==> src/sv/zz_pkg.sv <==
// Shared constants, state encoding and inter-module structs for the zigzag
// permutation counter. No dependencies.

package zz_pkg;

    localparam int MAX_LENGTH = 128;
    localparam int LEN_W      = 8;
    localparam int CNT_W      = 20;
    localparam int ADDR_W     = $clog2(MAX_LENGTH);
    localparam int NUM_W      = $clog2(MAX_LENGTH + 1);
    localparam int CMP_W      = (NUM_W > LEN_W) ? NUM_W : LEN_W;

    localparam logic [CNT_W-1:0] ZZ_MOD = CNT_W'(1000000);

    typedef enum logic [2:0] {
        ST_IDLE,
        ST_INIT,
        ST_ROW,
        ST_DRAIN,
        ST_SUM,
        ST_SUM_DRAIN,
        ST_DOUBLE,
        ST_FINISH
    } zz_state_t;

    // row store access for one cycle
    typedef struct packed {
        logic              we;
        logic [ADDR_W-1:0] waddr;
        logic [CNT_W-1:0]  wdata;
        logic              re;
        logic [ADDR_W-1:0] raddr;
    } zz_ram_req_t;

    // finished answer offered to the output register
    typedef struct packed {
        logic             done;
        logic [CNT_W-1:0] value;
    } zz_res_t;

endpackage

==> src/sv/zz_if.sv <==
// Valid/ready channel interfaces for the length request and the count result.
// Depends on zz_pkg.

interface zz_len_if;
    logic                       valid;
    logic                       ready;
    logic [zz_pkg::LEN_W-1:0]   length;

    modport source (output valid, output length, input ready);
    modport sink   (input valid, input length, output ready);
endinterface

interface zz_count_if;
    logic                       valid;
    logic                       ready;
    logic [zz_pkg::CNT_W-1:0]   count;

    modport source (output valid, output count, input ready);
    modport sink   (input valid, input count, output ready);
endinterface

==> src/sv/zz_ram.sv <==
// Generic single-write, single-read RAM with registered read data.
// No dependencies.

module zz_ram #(
    parameter int WIDTH = 20,
    parameter int DEPTH = 128
) (
    input  logic                     clk,
    input  logic                     we,
    input  logic [$clog2(DEPTH)-1:0] waddr,
    input  logic [WIDTH-1:0]         wdata,
    input  logic                     re,
    input  logic [$clog2(DEPTH)-1:0] raddr,
    output logic [WIDTH-1:0]         rdata
);

    logic [WIDTH-1:0] mem [DEPTH];

    always_ff @(posedge clk)
    begin
        if (we)
        begin
            mem[waddr] <= wdata;
        end
        if (re)
        begin
            rdata <= mem[raddr];
        end
    end

endmodule

==> src/sv/zz_modadd.sv <==
// Shared adder: sum of two residues reduced by one conditional subtract.
// Depends on zz_pkg.

module zz_modadd (
    input  logic [zz_pkg::CNT_W-1:0] a,
    input  logic [zz_pkg::CNT_W-1:0] b,
    output logic [zz_pkg::CNT_W-1:0] sum
);

    logic [zz_pkg::CNT_W:0] raw;

    always_comb
    begin
        raw = {1'b0, a} + {1'b0, b};
        if (raw >= {1'b0, zz_pkg::ZZ_MOD})
        begin
            sum = zz_pkg::CNT_W'(raw - {1'b0, zz_pkg::ZZ_MOD});
        end
        else
        begin
            sum = zz_pkg::CNT_W'(raw);
        end
    end

endmodule

==> src/sv/zz_seq.sv <==
// Sequencer for the boustrophedon table: streams each row through the row
// store and the shared adder, then sums the last row and doubles it.
// Depends on zz_pkg.

module zz_seq (
    input  logic                       clk,
    input  logic                       rst_n,
    input  logic                       req_valid,
    input  logic [zz_pkg::LEN_W-1:0]   req_length,
    output logic                       req_ready,
    output zz_pkg::zz_res_t            res,
    input  logic                       res_take,
    output zz_pkg::zz_ram_req_t        ram_req,
    input  logic [zz_pkg::CNT_W-1:0]   ram_rdata,
    output logic [zz_pkg::CNT_W-1:0]   add_a,
    output logic [zz_pkg::CNT_W-1:0]   add_b,
    input  logic [zz_pkg::CNT_W-1:0]   add_sum
);

    zz_pkg::zz_state_t state_reg, state_next;

    logic [zz_pkg::NUM_W-1:0]  n_reg, n_next;
    logic [zz_pkg::ADDR_W-1:0] k_reg, k_next;
    logic [zz_pkg::ADDR_W-1:0] i_reg, i_next;
    logic [zz_pkg::CNT_W-1:0]  carry_reg, carry_next;
    logic [zz_pkg::CNT_W-1:0]  result_reg, result_next;
    logic                      p_valid_reg, p_valid_next;
    logic [zz_pkg::ADDR_W-1:0] p_addr_reg, p_addr_next;
    logic                      p_zero_reg, p_zero_next;

    logic [zz_pkg::CMP_W-1:0]  len_ext;
    logic [zz_pkg::NUM_W-1:0]  len_sat;
    logic [zz_pkg::NUM_W-1:0]  nm1;
    logic [zz_pkg::ADDR_W-1:0] last_row;
    logic [zz_pkg::ADDR_W-1:0] last_sum;
    logic [zz_pkg::ADDR_W-1:0] issue_addr;
    logic                      issue_zero;
    logic                      odd_row;
    logic                      row_done;

    // request decode and loop bounds
    always_comb
    begin
        len_ext = zz_pkg::CMP_W'(req_length);
        if (len_ext > zz_pkg::CMP_W'(zz_pkg::MAX_LENGTH))
        begin
            len_sat = zz_pkg::NUM_W'(zz_pkg::MAX_LENGTH);
        end
        else
        begin
            len_sat = zz_pkg::NUM_W'(len_ext);
        end

        nm1      = n_reg - zz_pkg::NUM_W'(1);
        odd_row  = k_reg[0];
        row_done = (k_reg == zz_pkg::ADDR_W'(nm1));
        // odd rows run k entries backwards, even rows k+1 entries forwards
        last_row = odd_row ? (k_reg - zz_pkg::ADDR_W'(1)) : k_reg;
        // last row holds n-1 entries when n-1 is odd, n otherwise
        last_sum = nm1[0] ? zz_pkg::ADDR_W'(nm1 - zz_pkg::NUM_W'(1))
                          : zz_pkg::ADDR_W'(nm1);

        if (state_reg == zz_pkg::ST_ROW && odd_row)
        begin
            issue_addr = k_reg - zz_pkg::ADDR_W'(1) - i_reg;
            issue_zero = 1'b0;
        end
        else if (state_reg == zz_pkg::ST_ROW)
        begin
            issue_addr = i_reg;
            // entries k-1 and k of an even row take nothing from the old row
            issue_zero = (i_reg >= k_reg - zz_pkg::ADDR_W'(1));
        end
        else
        begin
            issue_addr = i_reg;
            issue_zero = 1'b0;
        end
    end

    // next state
    always_comb
    begin
        state_next = state_reg;
        case (state_reg)
            zz_pkg::ST_IDLE:
            begin
                if (req_valid)
                begin
                    if (len_sat < zz_pkg::NUM_W'(2))
                    begin
                        state_next = zz_pkg::ST_FINISH;
                    end
                    else
                    begin
                        state_next = zz_pkg::ST_INIT;
                    end
                end
            end
            zz_pkg::ST_INIT:
            begin
                state_next = zz_pkg::ST_ROW;
            end
            zz_pkg::ST_ROW:
            begin
                if (i_reg == last_row)
                begin
                    state_next = zz_pkg::ST_DRAIN;
                end
            end
            zz_pkg::ST_DRAIN:
            begin
                state_next = row_done ? zz_pkg::ST_SUM : zz_pkg::ST_ROW;
            end
            zz_pkg::ST_SUM:
            begin
                if (i_reg == last_sum)
                begin
                    state_next = zz_pkg::ST_SUM_DRAIN;
                end
            end
            zz_pkg::ST_SUM_DRAIN:
            begin
                state_next = zz_pkg::ST_DOUBLE;
            end
            zz_pkg::ST_DOUBLE:
            begin
                state_next = zz_pkg::ST_FINISH;
            end
            zz_pkg::ST_FINISH:
            begin
                if (res_take)
                begin
                    state_next = zz_pkg::ST_IDLE;
                end
            end
            default:
            begin
                state_next = zz_pkg::ST_IDLE;
            end
        endcase
    end

    // outputs: handshake, row store port and adder operands
    always_comb
    begin
        req_ready  = (state_reg == zz_pkg::ST_IDLE);
        res.done   = (state_reg == zz_pkg::ST_FINISH);
        res.value  = result_reg;

        ram_req    = '0;
        add_a      = carry_reg;
        add_b      = p_zero_reg ? '0 : ram_rdata;

        case (state_reg)
            zz_pkg::ST_INIT:
            begin
                ram_req.we    = 1'b1;
                ram_req.waddr = '0;
                ram_req.wdata = zz_pkg::CNT_W'(1);
            end
            zz_pkg::ST_ROW, zz_pkg::ST_DRAIN:
            begin
                ram_req.re    = (state_reg == zz_pkg::ST_ROW);
                ram_req.raddr = issue_addr;
                ram_req.we    = p_valid_reg;
                ram_req.waddr = p_addr_reg;
                // odd rows store the running sum, even rows the sum so far
                ram_req.wdata = odd_row ? add_sum : carry_reg;
            end
            zz_pkg::ST_SUM:
            begin
                ram_req.re    = 1'b1;
                ram_req.raddr = issue_addr;
            end
            zz_pkg::ST_DOUBLE:
            begin
                add_b = carry_reg;
            end
            default:
            begin
                ram_req = '0;
            end
        endcase
    end

    // datapath next values
    always_comb
    begin
        n_next       = n_reg;
        k_next       = k_reg;
        i_next       = i_reg;
        carry_next   = carry_reg;
        result_next  = result_reg;
        p_valid_next = 1'b0;
        p_addr_next  = issue_addr;
        p_zero_next  = issue_zero;

        if (state_reg == zz_pkg::ST_ROW || state_reg == zz_pkg::ST_SUM)
        begin
            p_valid_next = 1'b1;
            i_next       = i_reg + zz_pkg::ADDR_W'(1);
        end

        if (p_valid_reg)
        begin
            carry_next = add_sum;
        end

        case (state_reg)
            zz_pkg::ST_IDLE:
            begin
                if (req_valid)
                begin
                    n_next      = len_sat;
                    carry_next  = '0;
                    result_next = (len_sat == zz_pkg::NUM_W'(1)) ? zz_pkg::CNT_W'(1) : '0;
                end
            end
            zz_pkg::ST_INIT:
            begin
                k_next     = zz_pkg::ADDR_W'(1);
                i_next     = '0;
                carry_next = '0;
            end
            zz_pkg::ST_DRAIN:
            begin
                i_next     = '0;
                carry_next = '0;
                if (!row_done)
                begin
                    k_next = k_reg + zz_pkg::ADDR_W'(1);
                end
            end
            zz_pkg::ST_DOUBLE:
            begin
                result_next = add_sum;
            end
            default:
            begin
                result_next = result_reg;
            end
        endcase
    end

    always_ff @(posedge clk or negedge rst_n)
    begin
        if (!rst_n)
        begin
            state_reg   <= zz_pkg::ST_IDLE;
            p_valid_reg <= 1'b0;
        end
        else
        begin
            state_reg   <= state_next;
            p_valid_reg <= p_valid_next;
        end
    end

    always_ff @(posedge clk)
    begin
        n_reg      <= n_next;
        k_reg      <= k_next;
        i_reg      <= i_next;
        carry_reg  <= carry_next;
        result_reg <= result_next;
        p_addr_reg <= p_addr_next;
        p_zero_reg <= p_zero_next;
    end

    a_row_in_range: assert property (@(posedge clk) disable iff (!rst_n)
        (state_reg == zz_pkg::ST_ROW) |-> (zz_pkg::NUM_W'(k_reg) < n_reg))
        else $error("row index beyond length");

    a_write_in_range: assert property (@(posedge clk) disable iff (!rst_n)
        ram_req.we |-> (zz_pkg::NUM_W'(ram_req.waddr) < n_reg))
        else $error("row store write beyond current length");

    a_no_same_addr: assert property (@(posedge clk) disable iff (!rst_n)
        (ram_req.we && ram_req.re) |-> (ram_req.waddr != ram_req.raddr))
        else $error("read and write of the same entry in one cycle");

    a_carry_reduced: assert property (@(posedge clk) disable iff (!rst_n)
        (state_reg != zz_pkg::ST_IDLE) |-> (carry_reg < zz_pkg::ZZ_MOD))
        else $error("running sum not reduced");

endmodule

==> src/sv/zig_zag_top_placeholder_removed.sv <==
// Helper: registered output stage holding one finished count.
// Depends on zz_pkg and zz_if.

module zz_outreg (
    input  logic                clk,
    input  logic                rst_n,
    input  zz_pkg::zz_res_t     res,
    output logic                res_take,
    zz_count_if.source          result
);

    logic                     valid_reg, valid_next;
    logic [zz_pkg::CNT_W-1:0] count_reg, count_next;

    always_comb
    begin
        res_take   = res.done && (!valid_reg || result.ready);
        valid_next = valid_reg;
        count_next = count_reg;
        if (res_take)
        begin
            valid_next = 1'b1;
            count_next = res.value;
        end
        else if (result.ready)
        begin
            valid_next = 1'b0;
        end
    end

    always_ff @(posedge clk or negedge rst_n)
    begin
        if (!rst_n)
        begin
            valid_reg <= 1'b0;
        end
        else
        begin
            valid_reg <= valid_next;
        end
    end

    always_ff @(posedge clk)
    begin
        count_reg <= count_next;
    end

    assign result.valid = valid_reg;
    assign result.count = count_reg;

    a_count_reduced: assert property (@(posedge clk) disable iff (!rst_n)
        valid_reg |-> (count_reg < zz_pkg::ZZ_MOD))
        else $error("count offered without reduction");

    a_no_overwrite: assert property (@(posedge clk) disable iff (!rst_n)
        (valid_reg && !result.ready) |-> !res_take)
        else $error("pending count overwritten");

    a_take_loads: assert property (@(posedge clk) disable iff (!rst_n)
        res_take |=> (valid_reg && count_reg == $past(res.value)))
        else $error("finished count not loaded");

endmodule

==> src/sv/zigzag_permutation_counter.sv <==
// Sequence: lengths 0 and 1 go from idle straight to the finish state; otherwise
// the sequencer makes one row-store access and one modular addition per table
// entry, drains after each row, then sums the last row and doubles the sum.
// Throughput: one request at a time; ready is high only while idle, and a
// finished count waits in the output register without stalling new requests.
// Reset: async active low clears control state; the row store is not cleared.

module zigzag_permutation_counter (
    input  logic        clk,
    input  logic        rst_n,
    zz_len_if.sink      request,
    zz_count_if.source  result
);

    zz_pkg::zz_res_t          res;
    logic                     res_take;
    zz_pkg::zz_ram_req_t      ram_req;
    logic [zz_pkg::CNT_W-1:0] ram_rdata;
    logic [zz_pkg::CNT_W-1:0] add_a;
    logic [zz_pkg::CNT_W-1:0] add_b;
    logic [zz_pkg::CNT_W-1:0] add_sum;

    zz_seq u_seq (
        .clk        (clk),
        .rst_n      (rst_n),
        .req_valid  (request.valid),
        .req_length (request.length),
        .req_ready  (request.ready),
        .res        (res),
        .res_take   (res_take),
        .ram_req    (ram_req),
        .ram_rdata  (ram_rdata),
        .add_a      (add_a),
        .add_b      (add_b),
        .add_sum    (add_sum)
    );

    zz_modadd u_add (
        .a   (add_a),
        .b   (add_b),
        .sum (add_sum)
    );

    zz_ram #(
        .WIDTH (zz_pkg::CNT_W),
        .DEPTH (zz_pkg::MAX_LENGTH)
    ) u_row_store (
        .clk   (clk),
        .we    (ram_req.we),
        .waddr (ram_req.waddr),
        .wdata (ram_req.wdata),
        .re    (ram_req.re),
        .raddr (ram_req.raddr),
        .rdata (ram_rdata)
    );

    zz_outreg u_out (
        .clk      (clk),
        .rst_n    (rst_n),
        .res      (res),
        .res_take (res_take),
        .result   (result)
    );

    a_busy_after_request: assert property (@(posedge clk) disable iff (!rst_n)
        (request.valid && request.ready) |=> !request.ready)
        else $error("second request taken while busy");

endmodule
==> src/flat_wrapper.sv <==
// flat-port wrapper written by rule: the top's interface ports become plain ports
module zigzag_permutation_counter_flat 
  (clk, rst_n, request_valid, request_length, request_ready, result_valid, result_count, result_ready);
  zz_len_if request_i ();
  zz_count_if result_i ();
  input  logic clk;
  input  logic rst_n;
  input wire logic [$bits(request_i.valid)-1:0] request_valid;
  input wire logic [$bits(request_i.length)-1:0] request_length;
  output wire logic [$bits(request_i.ready)-1:0] request_ready;
  output wire logic [$bits(result_i.valid)-1:0] result_valid;
  output wire logic [$bits(result_i.count)-1:0] result_count;
  input wire logic [$bits(result_i.ready)-1:0] result_ready;
  assign request_i.valid = request_valid;
  assign request_i.length = request_length;
  assign request_ready = request_i.ready;
  assign result_valid = result_i.valid;
  assign result_count = result_i.count;
  assign result_i.ready = result_ready;
  zigzag_permutation_counter u_core (.clk(clk), .rst_n(rst_n), .request(request_i), .result(result_i));
endmodule
==> config.mk <==
export PLATFORM = sky130hd
export DESIGN_NAME = zigzag_permutation_counter_flat
export DESIGN_NICKNAME = d
export VERILOG_FILES = /design/src/sv/zz_pkg.sv /design/src/sv/zz_if.sv /design/src/sv/zz_ram.sv /design/src/sv/zz_modadd.sv /design/src/sv/zz_seq.sv /design/src/sv/zig_zag_top_placeholder_removed.sv /design/src/sv/zigzag_permutation_counter.sv /design/src/flat_wrapper.sv
export SDC_FILE = /design/constraint.sdc
export NUM_CORES = 2
export LEC_CHECK = 0
export BUFFER_PORTS_ARGS = -buffer_cell sky130_fd_sc_hd__buf_2
export CORE_UTILIZATION = 57
export DETAILED_ROUTE_END_ITERATION = 8
export GPL_ROUTABILITY_DRIVEN = 1
export PLACE_DENSITY_LB_ADDON = 0.08
export SYNTH_ARGS = -nofsm -noshare
export SYNTH_HDL_FRONTEND = slang
export SYNTH_SLANG_ARGS = --single-unit
==> constraint.sdc <==
create_clock -name clk -period 13.3 [get_ports clk]
set_clock_uncertainty 0.15 [all_clocks]
set_input_delay 0.665 -clock clk [delete_from_list [all_inputs] [get_ports clk]]
set_output_delay 0.665 -clock clk [all_outputs]
set_load 0.005 [all_outputs]
Word level (Yosys, flattened, before mapping). Memories as Yosys holds them, arrays and structs flattened. A register that Yosys moved wholly into a read port is not among the register bits. Cells that the tools add are included.

Magnitude comparators: 4. Reductions and logical operators: 16. Equal/unequal tests: 16. Bitwise operators: 1. Mux-type cells: 30. $add $sub $neg: 8.

Operators by type and width (count): 20-bit two-way mux (7); 20-bit case mux with 2 select lines (2); 28-bit case mux with 2 select lines (1); 7-bit two-way mux (4); 3-bit case mux with 8 select lines (1); 20-bit by 20-bit adder with 21-bit output (1); 7-bit equality test (3); 21-bit by 20-bit >= comparator with 1-bit output (second input constant) (1); 7-bit by 1-bit subtractor with 7-bit output (second input constant) (3); 20-bit subtractor (second input constant) (1); 3-bit two-way mux (6); 8-bit case mux with 2 select lines (1); 7-bit by 1-bit adder with 7-bit output (second input constant) (2); 7-bit case mux with 2 select lines (1); 3-bit equality test (second input constant) (4); 8-bit by 1-bit equality test with 1-bit output (second input constant) (1); 8-bit > comparator (second input constant) (1); 8-bit by 2-bit less-than comparator with 1-bit output (second input constant) (1); 8-bit two-way mux (1); 7-bit >= comparator (1); 7-bit subtractor (1); 3-bit by 2-bit equality test with 1-bit output (second input constant) (2); 1-bit two-way mux (6); 2-bit != test (second input constant) (3); 11 further kinds (20).

Input bits: 12. Register bits after elaboration: 94. RAM bits: 2560. Memories kept: 1. Word-level logic and storage cells: 87. Output and inout bits: 22.

Memory list: u_core.u_row_store.mem (depth 128, bits a word 20, rd ports 1, clocked after Yosys merged registers in 1, write ports 1, RTL line zz_ram.sv:17) `logic [WIDTH-1:0] mem [DEPTH];`.

Longest topological paths before layout.
Depth in word-level cells: 9. Depth in mapped cells: 23. Mapped depth without buffers: 21.

Modules after synthesis. A second synthesis with hierarchy kept.

Cells, all modules: 4598. Area total of the unflattened synthesis: 105203.4 um^2.

Modules (own cells, without submodules): zz_ram (sequential area each 77474.3 um^2, times used 1, cells an instance 3812, area an instance 98156.6 um^2); zz_seq (sequential area each 1821.7 um^2, times used 1, cells an instance 524, area an instance 4585.6 um^2); zz_modadd (sequential area each 0.0 um^2, times used 1, cells an instance 238, area an instance 1816.7 um^2); zz_outreg (sequential area each 625.6 um^2, times used 1, cells an instance 24, area an instance 644.4 um^2).

Least setup slack after synthesis. OpenSTA, ideal clock, no wires.

Kind: flip-flop to flip-flop. From: register u_core.u_seq.state_reg[0]. To: memory u_core.u_row_store.mem[0][15] (data pin). Period minus slack after synthesis: 11.106 ns. Path buffers: 3. Stages on the path, launching flop included: 24. Required time: 11.922 ns. Data arrival time: 9.728 ns. Library setup time: 1.228 ns. Setup slack: 2.194 ns. Path through: dfrtp_1 -> buf_2 -> clkbuf_1 -> nand3b_1 -> clkbuf_1 -> nand3b_1 -> nand2_1 -> ha_1 -> inv_1 -> fa_1 -> nand2b_1 -> a21oi_1 -> nor2_1 -> xnor2_1 -> ha_1 -> nand2_1 -> or4_1 -> nor4_2 -> a21oi_1 -> nand4_2 -> nand3_4 -> a21oi_1 -> xnor2_1 -> a211oi_1.

RTL lines: start: declaration (RTL line zz_seq.sv:20) `zz_pkg::zz_state_t state_reg, state_next;`; start signal: assignment (RTL line zz_seq.sv:250) `state_reg <= zz_pkg::ST_IDLE;`; start signal: assignment (RTL line zz_seq.sv:255) `state_reg <= state_next;`; end: declaration (RTL line zz_ram.sv:17).

==> results.sh <==
export IMPL_status="complete, no violations"
export IMPL_path_class="register to register"
export IMPL_multi_input_area_um2=27500
export IMPL_num_rows=160
export IMPL_htreeDepth=5
export IMPL_final_max_slew_viol_count=0
export IMPL_cts_reportedPaths_clkPinSlew_ns=0.06
export IMPL_regArea_um2=79900
export IMPL_cp_depth=22
export IMPL_yosys_area_top_type="edfxtp_1"
export IMPL_max_freq_mhz=133
export IMPL_final_setup_viol_count=0
export IMPL_rsz0062_at_grt="no"
export IMPL_post_route_period_util_pct=56.6
export IMPL_ys_flop_type="edfxtp_1"
export IMPL_cts_buffer_depth=4
export IMPL_r2r_start="u_core.u_seq.state_reg[0]"
export IMPL_post_route_util_pct=63.9
export IMPL_regMostFlops="u_core.u_row_store.mem"
export IMPL_tns_ns=0
export IMPL_cts_tree="done"
export IMPL_clk_insertion_delay_late_ns=0.94
export IMPL_synth_edff_count=2634
export IMPL_min_path_cells=4
export IMPL_min_delay_start="request_length[0]"
export IMPL_core_area_um2=190000
export IMPL_ys_seq_area_share_pct=73.2
export IMPL_place_hpwl_um=195000
export IMPL_drive_above_1_share_pct=9.88
export IMPL_antenna_found_initial=21
export IMPL_num_nets_final=8149
export IMPL_cp_start_kind="register"
export IMPL_cts_inserted_buffers=289
export IMPL_synth_area_top_cells="edfxtp_1 (72%), nand2_1 (4.6%), nand3_1 (2.2%)"
export IMPL_period_needed_ns=7.53
export IMPL_die_h_um=440
export IMPL_cp_startpoint="u_core.u_seq.state_reg[0]"
export IMPL_fillerInstances=13900
export IMPL_floorplan_die_area_um2=193000
export IMPL_drcViolationCount=0
export IMPL_grt_remaining_overflow=0
export IMPL_path_max_fanout=96
export IMPL_synth_area_um2=109000
export IMPL_via_per_inst=6.87
export IMPL_drtIter0Drc=10500
export IMPL_hp_class="primary input to register"
export IMPL_critPathBufInv=3
export IMPL_port_buffers=33
export IMPL_netlist_area_leader_share_pct=72.5
export IMPL_grt_pass1_vias=68800
export IMPL_max_stage_delay_ns=1.07
export IMPL_syn_area_per_cell_um2=13.4
export IMPL_ys_warnings_count=0
export IMPL_synthToLayoutAreaGrowth_pct=11.3
export IMPL_first_pass_iters=6
export IMPL_synth_commonest_cells="edfxtp_1 (2634), nand2_1 (1351), nor2_1 (554)"
export IMPL_num_vias=74300
export IMPL_grt_first_pass_wirelength_um=500000
export IMPL_cpMaxStageDelayCell="buf_4"
export IMPL_root_buffer="clkbuf_16"
export IMPL_synth_seq_cells=2674
export IMPL_wire_per_inst_um=32.7
export IMPL_crit_family="simple AND/OR/NAND/NOR gates"
export IMPL_worstPathArrival_ns=7.93
export IMPL_clock_sinks=2674
export IMPL_synth_fp_nets=8227
export IMPL_post_cts_buffers=0
export IMPL_netlist_cell_type_count=98
export IMPL_initial_core_util_pct=57.4
export IMPL_dieWidth_um=440
export IMPL_place_gp_congestion=0.938
export IMPL_hold_buffers=18
export IMPL_routed_wl_um=353000
export IMPL_synthArstFlopShare_pct=0.187
export IMPL_worstPathRequired_ns=13.69
export IMPL_ctsResizeCount=0
export IMPL_synthCells=8176
export IMPL_tightest_slew_ns=1.42
export IMPL_largest_register_ffs=2560
export IMPL_end_kind="register"
export IMPL_final_hold_viol_count=0
export IMPL_relSlewSlack_pct=4.96
export IMPL_maxCapViolations=0
export IMPL_io_pin_count=34
export IMPL_reg2reg_depth=22
export IMPL_synth_most_common_cell="edfxtp_1"
export IMPL_grt_usage_pct=36.2
export IMPL_crit_chain="nand3b_1 -> buf_4 -> nand3b_1 -> nand2_1 -> ha_1 -> inv_1 -> fa_1 -> nand2b_1 -> a21oi_1 -> nor2_1 -> xnor2_1 -> ha_1 -> nand2_1 -> or4_1 -> nor4_2 -> a21oi_1 -> nand4_2 -> nand3_4 -> nor3_2 -> xnor2_1 -> a21oi_4 -> buf_4"
export IMPL_drtAntennaViolNets=0
export IMPL_grt_max_degree=155
## cell type report
| class | instances | share of cell area [%] |
|---|---|---|
| repair buffers | 256 | 1.75 |
| clock inverters | 124 | 0.831 |
| well taps | 2511 | 2.59 |
| clock buffers | 366 | 6.34 |
| inverters | 30 | 0.0988 |
| flip-flops and latches | 2674 | 65.8 |
| multi-input cells | 4847 | 22.6 |
| diodes | 11 | 0.0227 |
## layout by cell type (no fill, tap or decap), types with 23 or more instances in the layout
master,Yosys,layout
nand2_1,1351,1347
or3_1,188,187
nand4_1,26,26
clkbuf_1,229,67
o311ai_0,122,119
xor2_1,23,23
o22ai_1,94,93
o21ai_0,266,261
xnor2_1,50,50
a31oi_1,172,172
buf_4,25,184
edfxtp_1,2634,2634
nand3_1,473,473
nor3_1,422,422
a21oi_1,176,165
nor4_1,25,25
dfxtp_1,35,35
buf_2,326,34
nor2_1,554,412
ha_1,37,37
nor2_4,2,111
o211ai_1,138,138
a211oi_1,53,46
clkinv_2,0,44
mux2i_1,43,43
clkbuf_16,0,296
and3_1,118,117
o221ai_1,134,134
inv_1,28,28
nor2_2,1,34
nand3b_1,24,24
o32ai_1,32,32
clkinv_1,1,56
a311oi_1,99,99
## cells by family (layout without fill, tap and decap cells)
| logic type | count (synthesis) | in the layout | synth area share [%] |
|---|---|---|---|
| AOI/OAI and AO/OA | 1439 | 1439 | 9.16 |
| xor gates and xnor gates | 74 | 74 | 0.601 |
| adders and majority gates | 39 | 39 | 0.461 |
| buffers and inverters | 655 | 776 | 2.76 |
| DFF | 2674 | 2674 | 73.2 |
| muxes | 45 | 45 | 0.429 |
| other | 0 | 11 | 0 |
| and+or+nand+nor | 3250 | 3250 | 13.4 |
## worst min-delay path: stages
cell and delay (ns):
buf_2 0.10, nor2b_1 0.14, nand2_1 0.06, o21ai_0 0.07
## routing by layer
layer | part of all wire, % | vias to the layer above | wire length, um | global-route usage (%)
met4 | 5.9 | 12 | 20800 | 19.4
met3 | 12 | 904 | 42300 | 8.17
met5 | 0.023 | - | 83 | 0
li1 | - | 31100 | - | -
met1 | 37 | 37100 | 132000 | 49.7
met2 | 45 | 5152 | 159000 | 54.2
## per-stage QoR
stage,setup slack (ns),hold slack (ns),area (um^2),cells
global route,5.30,0.172,121000,10800
finish,5.77,0.143,122000,10800
detailed placement,5.83,0.257,113000,10300
CTS,5.80,0.102,121000,10800
global placement,5.47,0.253,113000,10300
floorplan,2.19,0.219,109000,8176
## final timing paths
| check | end | slack [ns] |
|---|---|---|
| setup / recovery | u_core.u_row_store.mem[4][13] | 5.77 |
| hold / removal | u_core.u_seq.result_reg[0] | 0.14 |
| setup reg to reg | u_core.u_row_store.mem[4][13] | 5.77 |
| hold reg to reg | u_core.u_out.result.count[16] | 0.26 |
| max in group asynchronous | u_core.u_seq.state_reg[2] | 12.22 |
| min in group asynchronous | u_core.u_out.result.valid | 0.56 |
Power is left out: the tool's default activity adds up to more than one toggle a clock period on the data nets, which glitch-free logic cannot reach.
